[config.mk]
export PLATFORM = sky130hd
export DESIGN_NAME = stsm_alu
export DESIGN_NICKNAME = d
export VERILOG_FILES = /design/src/rtl/stsm_pkg.sv /design/src/rtl/stsm_alu.sv
export SDC_FILE = /design/constraint.sdc
export NUM_CORES = 1
export LEC_CHECK = 0
export ABC_CLOCK_PERIOD_IN_PS = 4100
export BUFFER_PORTS_ARGS = -buffer_cell sky130_fd_sc_hd__buf_2
export CORE_MARGIN = 5
export CORE_UTILIZATION = 54
export DETAILED_ROUTE_END_ITERATION = 8
export GPL_TIMING_DRIVEN = 0
export PLACE_DENSITY = 0.95
export SYNTH_ARGS = -nofsm -noshare
export SYNTH_HDL_FRONTEND = slang
export SYNTH_SLANG_ARGS = --single-unit
[constraint.sdc]
create_clock -name vclk -period 4.1
set_clock_uncertainty 0.05 [all_clocks]
set_input_delay 0.205 -clock vclk [all_inputs]
set_output_delay 0.205 -clock vclk [all_outputs]
set_load 0.1 [all_outputs]
[src/rtl/stsm_pkg.sv]
// Shared constants for the segment tree range-sum block.
// No dependencies; used by segment_tree_range_sum_mod and stsm_alu.
`default_nettype none

package stsm_pkg;

  localparam int LEAVES_DEF = 1024;

  localparam int VAL_W  = 30;
  localparam int SIZE_W = 11;
  localparam int POS_W  = 10;
  localparam int IDX_W  = 11;

  localparam logic [VAL_W-1:0]  MODULUS  = 30'd998244353;
  localparam logic [SIZE_W-1:0] SIZE_RST = 11'd1024;

  localparam logic ACT_WRITE = 1'b0;
  localparam logic ACT_QUERY = 1'b1;

endpackage

`default_nettype wire

[src/rtl/stsm_alu.sv]
// Shared modular adder: (a + b) mod 998244353, correct while a + b is below 2 * 998244353.
// Depends on stsm_pkg.
`default_nettype none

module stsm_alu (
  input  wire logic [stsm_pkg::VAL_W-1:0] a,
  input  wire logic [stsm_pkg::VAL_W-1:0] b,
  output logic      [stsm_pkg::VAL_W-1:0] y
);

  logic [stsm_pkg::VAL_W:0] sum;
  logic [stsm_pkg::VAL_W:0] diff;

  assign sum  = {1'b0, a} + {1'b0, b};
  assign diff = sum - {1'b0, stsm_pkg::MODULUS};
  assign y    = (sum >= {1'b0, stsm_pkg::MODULUS}) ? diff[stsm_pkg::VAL_W-1:0]
                                                    : sum[stsm_pkg::VAL_W-1:0];

endmodule

`default_nettype wire
==> flow_summary.yaml, run 1 <==
logic_synthesis:
  synth_top_area_frac: 0.151
  postSynthCellCount: 375
  synth-seq-area-share: 0
  synth_top_cell_by_area: "ha_1"
  yosys-top-cells-area: "ha_1, xnor2_1, a21oi_1, xor2_1, o21ai_0"
  syn_nets: 468
  ys.warnings.count: 0
  synth.distinct_cells: 63
  synthesis.area_mm2: 0.00265
  syn_avg_cell_area_um2: 7.07
die:
  start_util: 0.557
  die_w_um: 80.1
  num_rows: 25
  top_level_ports: 90
  fp.dieH_um: 80.1
sta:
  crit_endpoint: "y[29]"
  worst-ep-kind: "top-level output"
placed_design:
  dp_hpwl_mm: 7.17
  gp_congestion: 1.00
  dpl.cell_count: 532
  port_buffers: 90
  post-place-ws_ns: -0.652
clocking:
  postCtsHoldBufs: 0
grt:
  grt_max_degree: 11
run_status:
  outcome: "stopped before the end"
  lastStage: "global routing"
  firstError: "[ERROR DPL-0038] Utilization greater than 100%, impossible to legalize"
Yosys cell counts, types with 4 or more instances:
master / count
nand4b_1: 4
nand2b_1: 4
buf_2: 5
nor2_1: 22
xnor2_1: 33
nor3_1: 8
o21a_1: 6
nand3b_1: 6
clkbuf_1: 6
xor2_1: 17
a21o_1: 10
a21oi_1: 34
ha_1: 32
o21ai_0: 24
nor2b_1: 5
nand4_1: 12
and2_1: 8
a211oi_1: 4
inv_1: 7
and3_1: 4
nand3_1: 22
nand2_1: 31
o211ai_1: 5
repair_timing:
action / CTS
gates resized for setup: 103
gates cloned: 1
pin swaps: 30
endpoints found under the hold margin: 0
setup endpoints to repair: 30
buffers inserted: 23
cells by family after synthesis:
logic type | after synthesis | synth area share
AND/OR/NAND/NOR | 144 | 0.298
AO/OA/AOI/OAI | 124 | 0.329
XOR/XNOR | 50 | 0.165
adder cells (fa/ha/maj) | 33 | 0.159
buffers and inverters | 24 | 0.0491
metrics by stage:
step	TNS (ns)	util	hold WS, ns	cell area [µm²]
2_1_floorplan	-1.59	-	0.961	3120
3_3_place_gp	-9.62	0.768	1.06	3650
3_5_place_dp	-15.88	0.768	1.07	3650
4_1_cts	-0.0189	0.892	1.05	4240
==> inputs of run 2 (changes only) <==
CORE_UTILIZATION = 40   (was 54)
PLACE_DENSITY = not set   (was 0.95)
PLACE_DENSITY_LB_ADDON = 0.15   (was not set)
==> flow_summary.yaml, run 2 <==
finish:
  design.seq.count: 0
  layout-drive-gt1-share: 0.473
  fin_nets: 592
  register_area_um2: 0
  nClkBuffers: 0
  final_common_cell: "buf_2"
  nFillCells: 456
  diodes: 0
  stdcell_count: 574
  area_growth_pct: 81.0
  final_cell_mix: "buf_2, buf_4, nand2_1"
  stdcell_area_mm2: 0.00480
worst_setup_path:
  cp_common_cell: "buf_6"
  path_cells: "buf_2 -> inv_1 -> fa_2 -> nor2b_4 -> o211ai_4 -> a211oi_4 -> o31a_1 -> o21ai_2 -> nor4b_4 -> nor3_2 -> or3b_4 -> o311ai_4 -> buf_6 -> clkbuf_16 -> nand3_2 -> xnor2_2 -> buf_6"
  crit_fanout: 5
  crit_arrival_ns: 3.90
  end_kind: "primary output"
  crit_family: "compound AO/OA/AOI/OAI gates"
  cpPeakStageDelay_ns: 0.43
  worstSetupStartpointType: "input pin"
  path_buf_inv: 5
  cpMaxStageDelayCell: "o311ai_4"
  worst-setup-path-type: "in -> out"
  cp.required_ns: 3.85
logic_synthesis:
  yosys-top-cells-area: "ha_1, xnor2_1, a21oi_1, xor2_1, o21ai_0"
  synth_common_cells: "a21oi_1, xnor2_1, ha_1"
  synth_top_area_frac: 0.151
  synthesis.area_mm2: 0.00265
  postSynthCellCount: 375
  synth-seq-area-share: 0
  ys.warnings.count: 0
  synth.distinct_cells: 63
  synth_top_cell_by_area: "ha_1"
  syn_nets: 468
  yosysMostFrequentCell: "a21oi_1"
  syn_avg_cell_area_um2: 7.07
route:
  drc: 0
  drt_iter0_drc: 84
  detail_route.wl_per_cell_um: 17.5
  ant_nets: 0
  vias_per_cell: 5.98
  vias: 3434
  routed_wl_mm: 10.0
  dr.pass1.iters: 4
sta:
  setup_viol: 6
  min_period_over_period: 1.01
  max_freq_ghz: 0.241
  period_needed_ns: 4.15
  setup_ws_ns: -0.0519
  final-max-slew-violation-count: 0
  relSlewSlack: 0.443
  rsz0062_at_grt: "true"
  hold_viol: 0
  worst_slew_pin_slew_ns: 0.832
power_and_ir_drop:
  power_leakage_uw: 0.00196
  p_per_area_mw_per_mm2: 381
  ir_worst_vdd_mv: 0.759
grt:
  antenna_found_initial: 0
  grt_max_degree: 11
  grtUsageTotal: 0.198
  grt_pass1_wl_mm: 14.7
  grt_pass1_vias: 3134
  grt_remaining_overflow: 0
placed_design:
  place_area_mm2: 0.00366
  port_buffers: 90
  post-place-ws_ns: -0.615
  gp_congestion: 0.899
  dpl.cell_count: 542
  dp_hpwl_mm: 7.02
run_status:
  violations: "setup timing"
  outcome: "finished with violations"
die:
  start_util: 0.415
  fp.dieH_um: 91.4
  core_mm2: 0.00639
  die_w_um: 91.4
  dieArea_mm2: 0.00835
  top_level_ports: 90
  num_rows: 29
worst_hold_path:
  min_path_type: "in -> out"
  whs_path_depth: 5
  worstHoldStart: "b[0]"
  min_to: "y[0]"
flow_run:
  drv_cap: 0
clocking:
  postCtsHoldBufs: 0
==> run 2: cell counts after synthesis <==
No cell type changed its count.
==> run 2: area by class of cell <==
class	instances	area, µm²	share of cell area
Timing Repair Buffer	128	1170	0.244
Inverter	7	26.3	0.00548
Buffer	11	91.3	0.0190
Tap cell	77	96.3	0.0201
Multi-Input combinational cell	351	3410	0.712
==> run 2: cells by family (layout without fill, tap and decap cells) <==
family	after synthesis	after routing	share of synthesized area
simple gates	144	144	0.298
xor+xnor	50	50	0.165
fa+ha+maj	33	33	0.159
buf+inv	24	146	0.0491
compound gates	124	124	0.329
==> run 2: where the power goes <==
group	switching, µW	internal, µW
Combinational	1140	690
Sequential	0	0
Clock	0	0
==> run 2: per-stage QoR <==
step	TNS (ns)	hold slack (ns)	util	total power (µW)
6_report	-0.134	0.983	0.751	1830
3_3_place_gp	-13.87	1.06	0.574	1390
4_1_cts	-0.0935	0.957	0.676	1670
2_1_floorplan	-1.59	0.961	-	1190
3_5_place_dp	-14.35	1.10	0.574	1400
5_1_grt	-3.53	0.999	0.751	1900
==> run 2: timing repair <==
action / 4_1_cts / 5_1_grt
gates cloned: 1 / 1
setup endpoints to repair: 30 / 30
buffers inserted: 20 / 16
resized for setup: 118 / 74
pin swaps: 30 / 46
==> run 2: how the worst max path moves through the flow <==
stage / cells past startpoint / start / to / slack, ns
2_1_floorplan: 13 / a[3] / y[1] / -0.40
3_3_place_gp: 16 / a[5] / y[21] / -0.61
3_5_place_dp: 15 / a[5] / y[21] / -0.61
4_1_cts: 19 / b[0] / y[10] / -0.03
5_1_grt: 16 / a[1] / y[29] / -0.27
6_report: 17 / a[1] / y[7] / -0.05
==> run 2: metal layers <==
metal,part of all wire,global-route usage
met1,0.41,0.275
met2,0.52,0.353
met3,0.051,0.00992
met4,0.010,0.0110
met5,0,0
(Power assumes the default switching activity.)
==> inputs of run 3 (changes only) <==
==> constraint.sdc (replaced) <==
create_clock -name vclk -period 4.1
set_clock_uncertainty 0.05 [all_clocks]
set_input_delay 0.615 -clock vclk [all_inputs]
set_output_delay 0.615 -clock vclk [all_outputs]
set_load 0.1 [all_outputs]
==> flow_summary.yaml, run 3 (synthesis results as in run 2) <==
worst_setup_path:
  cp.required_ns: 3.43
  worst-setup-path-type: "in -> out"
  worstSetupStartpointType: "input pin"
  end_kind: "primary output"
  crit_arrival_ns: 4.65
  crit_fanout: 5
power_and_ir_drop:
  clkPwrFrac: 0
  p_seq_frac: 0
  sw_frac_of_total: 0.603
  p_per_area_mw_per_mm2: 394
  power.net_switching_uw: 1260
  intPower_uw: 834
  pwr-share-comb: 1.000
  ir_worst_vdd_mv: 0.580
  power_uw: 2100
  power_leakage_uw: 0.00217
grt:
  grtUsageTotal: 0.266
  grt_pass1_wl_mm: 18.8
  grt_remaining_overflow: 0
  grt_max_degree: 11
  antenna_found_initial: 0
  grt_pass1_vias: 3788
placed_design:
  dp_hpwl_mm: 7.30
  post-place-ws_ns: -1.21
  port_buffers: 90
  gp_congestion: 0.888
worst_hold_path:
  worstHoldStart: "a[0]"
  whs_path_depth: 5
  min_to: "y[0]"
  min_path_type: "in -> out"
die:
  die_w_um: 91.4
  num_rows: 29
  top_level_ports: 90
  core_mm2: 0.00639
  start_util: 0.415
  dieArea_mm2: 0.00835
  fp.dieH_um: 91.4
run_status:
  violations: "setup timing"
  outcome: "finished with violations"
clocking:
  postCtsHoldBufs: 0
route:
  dr.pass1.iters: 5
  vias_per_cell: 6.59
  detail_route.wl_per_cell_um: 23.1
  vias: 3913
  ant_nets: 0
  drc: 0
  routed_wl_mm: 13.7
  drt_iter0_drc: 338
sta:
  relSlewSlack: 0.309
  worst_slew_pin_slew_ns: 1.03
  max_freq_ghz: 0.188
  hold_viol: 0
  rsz0062_at_grt: "true"
  min_period_over_period: 1.30
  final-max-slew-violation-count: 0
  setup_ws_ns: -1.21
  period_needed_ns: 5.31
  setup_viol: 30
finish:
  nClkBuffers: 0
  diodes: 0
  final_common_cell: "buf_2"
  area_growth_pct: 101
  nFillCells: 352
  fin_nets: 612
  final_cell_mix: "buf_2, buf_4, buf_12"
  design.seq.count: 0
  register_area_um2: 0
  layout-drive-gt1-share: 0.526
  multi_input_area_mm2: 0.00365
flow_run:
  drv_cap: 0
## run 3: area by class of cell
type,count,area share
multi-input cells,351,0.687
plain buffers,14,0.0219
inverters,7,0.00494
well taps,77,0.0181
repair buffers,145,0.268
## run 3: repair_timing
action / CTS / global route
gates resized for setup: 187 / 20
pin swaps: 50 / 30
setup buffers: 43 / 9
setup endpoints to repair: 30 / 30
gates cloned: 2 / 1
## run 3: how the worst max path moves through the flow
stage	startpoint	to	slack, ns	depth (start not counted)
4_1_cts	a[3]	y[21]	-0.73	17
6_report	a[1]	y[25]	-1.21	19
3_5_place_dp	a[1]	y[28]	-1.21	14
5_1_grt	a[1]	y[10]	-1.22	21
3_3_place_gp	a[13]	y[21]	-1.21	15
2_1_floorplan	a[3]	y[29]	-0.69	13
## run 3: power groups by stage
stage               clock (µW)  combinational, µW  sequential, µW
global placement             0               1470               0
detailed placement           0               1480               0
global route                 0               2160               0
floorplan                    0               1270               0
finish                       0               2100               0
CTS                          0               1940               0
## run 3: worst max-delay path, stage by stage
cell and delay (ns):
buf_2 0.13, inv_1 0.08, fa_2 0.41, nor2b_2 0.14, buf_6 0.13, o211ai_4 0.10, buf_4 0.15, a21boi_0 0.32
nor2_1 0.14, xnor2_2 0.48, nor4_4 0.13, nand4_1 0.15, a21oi_2 0.11, o311ai_4 0.37, buf_6 0.20, buf_6 0.14
nand4_1 0.30, xnor2_4 0.33, buf_12 0.21
## run 3: through the flow
| step | cell area (µm²) | hold slack, ns | utilization | TNS, ns | cells |
|---|---|---|---|---|---|
| 2_1_floorplan | 3450 | 1.70 | - | -18.08 | 375 |
| 3_3_place_gp | 3990 | 1.94 | 0.625 | -32.75 | 542 |
| 3_5_place_dp | 3990 | 1.94 | 0.625 | -32.57 | 542 |
| 4_1_cts | 5090 | 1.79 | 0.797 | -18.70 | 584 |
| 5_1_grt | 5320 | 1.87 | 0.833 | -33.14 | 594 |
| 6_report | 5320 | 1.84 | 0.833 | -30.89 | 594 |
## run 3: layer usage
metal / vias to the layer above / track usage / part of all wire
met2: 292 / 0.493 / 0.50
met5: - / 0 / 0
met1: 1838 / 0.326 / 0.38
met4: 0 / 0.0733 / 0.054
met3: 75 / 0.0198 / 0.070
li1: 1708 / - / -
==> inputs of run 4 (changes only) <==
PLACE_DENSITY = 0.66   (was not set)
PLACE_DENSITY_LB_ADDON = not set   (was 0.15)
==> flow_summary.yaml, run 4 (synthesis results as in run 2) <==
worst_hold_path:
  worstHoldStart: "b[0]"
  min_path_type: "in -> out"
sta:
  relSlewSlack: 0.380
  final-max-slew-violation-count: 0
  max_freq_ghz: 0.199
  worst_slew_pin_slew_ns: 0.927
  hold-worst-slack_ns: 1.82
  setup_viol: 30
  min_period_over_period: 1.23
  period_needed_ns: 5.03
  hold_viol: 0
  rsz0062_at_grt: "true"
  setup_ws_ns: -0.932
route:
  ant_nets: 0
  vias: 3444
  drt_iter0_drc: 201
  vias_per_cell: 5.93
  routed_wl_mm: 10.7
  detail_route.wl_per_cell_um: 18.5
  drc: 0
  dr.pass1.iters: 4
power_and_ir_drop:
  clkPwrFrac: 0
  ir_worst_vdd_mv: 0.745
  intPower_uw: 769
  power_uw: 1960
  pwr-share-comb: 1.000
  power_leakage_uw: 0.00208
  p_per_area_mw_per_mm2: 387
  sw_frac_of_total: 0.607
  power.net_switching_uw: 1190
  p_seq_frac: 0
die:
  die_w_um: 91.4
  dieArea_mm2: 0.00835
  core_mm2: 0.00639
  top_level_ports: 90
  start_util: 0.415
  num_rows: 29
  fp.dieH_um: 91.4
grt:
  grt_pass1_vias: 3423
  grt_remaining_overflow: 0
  grtUsageTotal: 0.243
  grt_max_degree: 11
  grt_pass1_wl_mm: 17.2
  antenna_found_initial: 0
worst_setup_path:
  end_kind: "primary output"
  crit_fanout: 10
  crit_arrival_ns: 4.37
  cp.required_ns: 3.43
  worst-setup-path-type: "in -> out"
  worstSetupStartpointType: "input pin"
  startpoint: "a[0]"
finish:
  nClkBuffers: 0
  fin_nets: 599
  layout-drive-gt1-share: 0.494
  final_cell_mix: "buf_2, buf_4, buf_12"
  design.seq.count: 0
  final_common_cell: "buf_2"
  nFillCells: 396
  diodes: 0
  multi_input_area_mm2: 0.00355
  area_growth_pct: 90.9
  register_area_um2: 0
placed_design:
  gp_congestion: 0.869
  post-place-ws_ns: -1.24
  dp_hpwl_mm: 7.21
  port_buffers: 90
run_status:
  violations: "setup timing"
  outcome: "finished with violations"
flow_run:
  drv_cap: 0
clocking:
  postCtsHoldBufs: 0
==> run 4: metrics by stage <==
step | TNS, ns | util | cell area, µm² | cells
2_1_floorplan | -18.08 | - | 3450 | 375
4_1_cts | -19.99 | 0.766 | 4890 | 573
6_report | -23.62 | 0.792 | 5060 | 581
3_5_place_dp | -34.05 | 0.625 | 3990 | 542
3_3_place_gp | -33.64 | 0.625 | 3990 | 542
5_1_grt | -28.77 | 0.792 | 5060 | 581
==> run 4: worst paths after layout <==
path                 to  slack (ns)  cells past startpoint
setup / recovery  y[10]       -0.93                     19
hold / removal     y[1]        1.82                      6
==> run 4: power by group through the flow <==
stage	Combinational, µW	Clock [µW]	Sequential [µW]
after floorplan	1270	0	0
after global placement	1470	0	0
after detailed placement	1480	0	0
after CTS	1890	0	0
after global routing	2030	0	0
final	1960	0	0
==> run 4: metal layers <==
layer | vias to the layer above | part of all wire | wire length (µm) | track usage
met2 | 123 | 0.50 | 5400 | 0.436
li1 | 1683 | - | - | -
met3 | 14 | 0.057 | 608 | 0.0207
met1 | 1624 | 0.43 | 4590 | 0.318
met4 | 0 | 0.014 | 149 | 0.0452
met5 | - | 0 | 0 | 0
==> run 4: repair_timing <==
item / in CTS / in global routing
cloned: 2 / 0
endpoints found under the setup margin: 30 / 30
pin swaps: 40 / 25
gates resized for setup: 167 / 21
setup buffers: 32 / 9
==> run 4: final cells by class <==
class,count,area share
repair buffers,132,0.251
inverters,7,0.00569
well taps,77,0.0190
plain buffers,14,0.0213
multi-input cells,351,0.703
==> run 4: critical path: stages <==
cell and delay, ns:
buf_8 0.07, ha_4 0.14, inv_4 0.04, fa_2 0.38
nor2b_2 0.14, buf_6 0.13, o211ai_4 0.09, a211oi_4 0.30
o31a_1 0.21, o21ai_2 0.08, nor4b_4 0.35, nor3_2 0.09
or3b_4 0.39, o311ai_4 0.30, buf_6 0.16, buf_6 0.20
nand3b_1 0.21, xnor2_4 0.26, buf_12 0.19
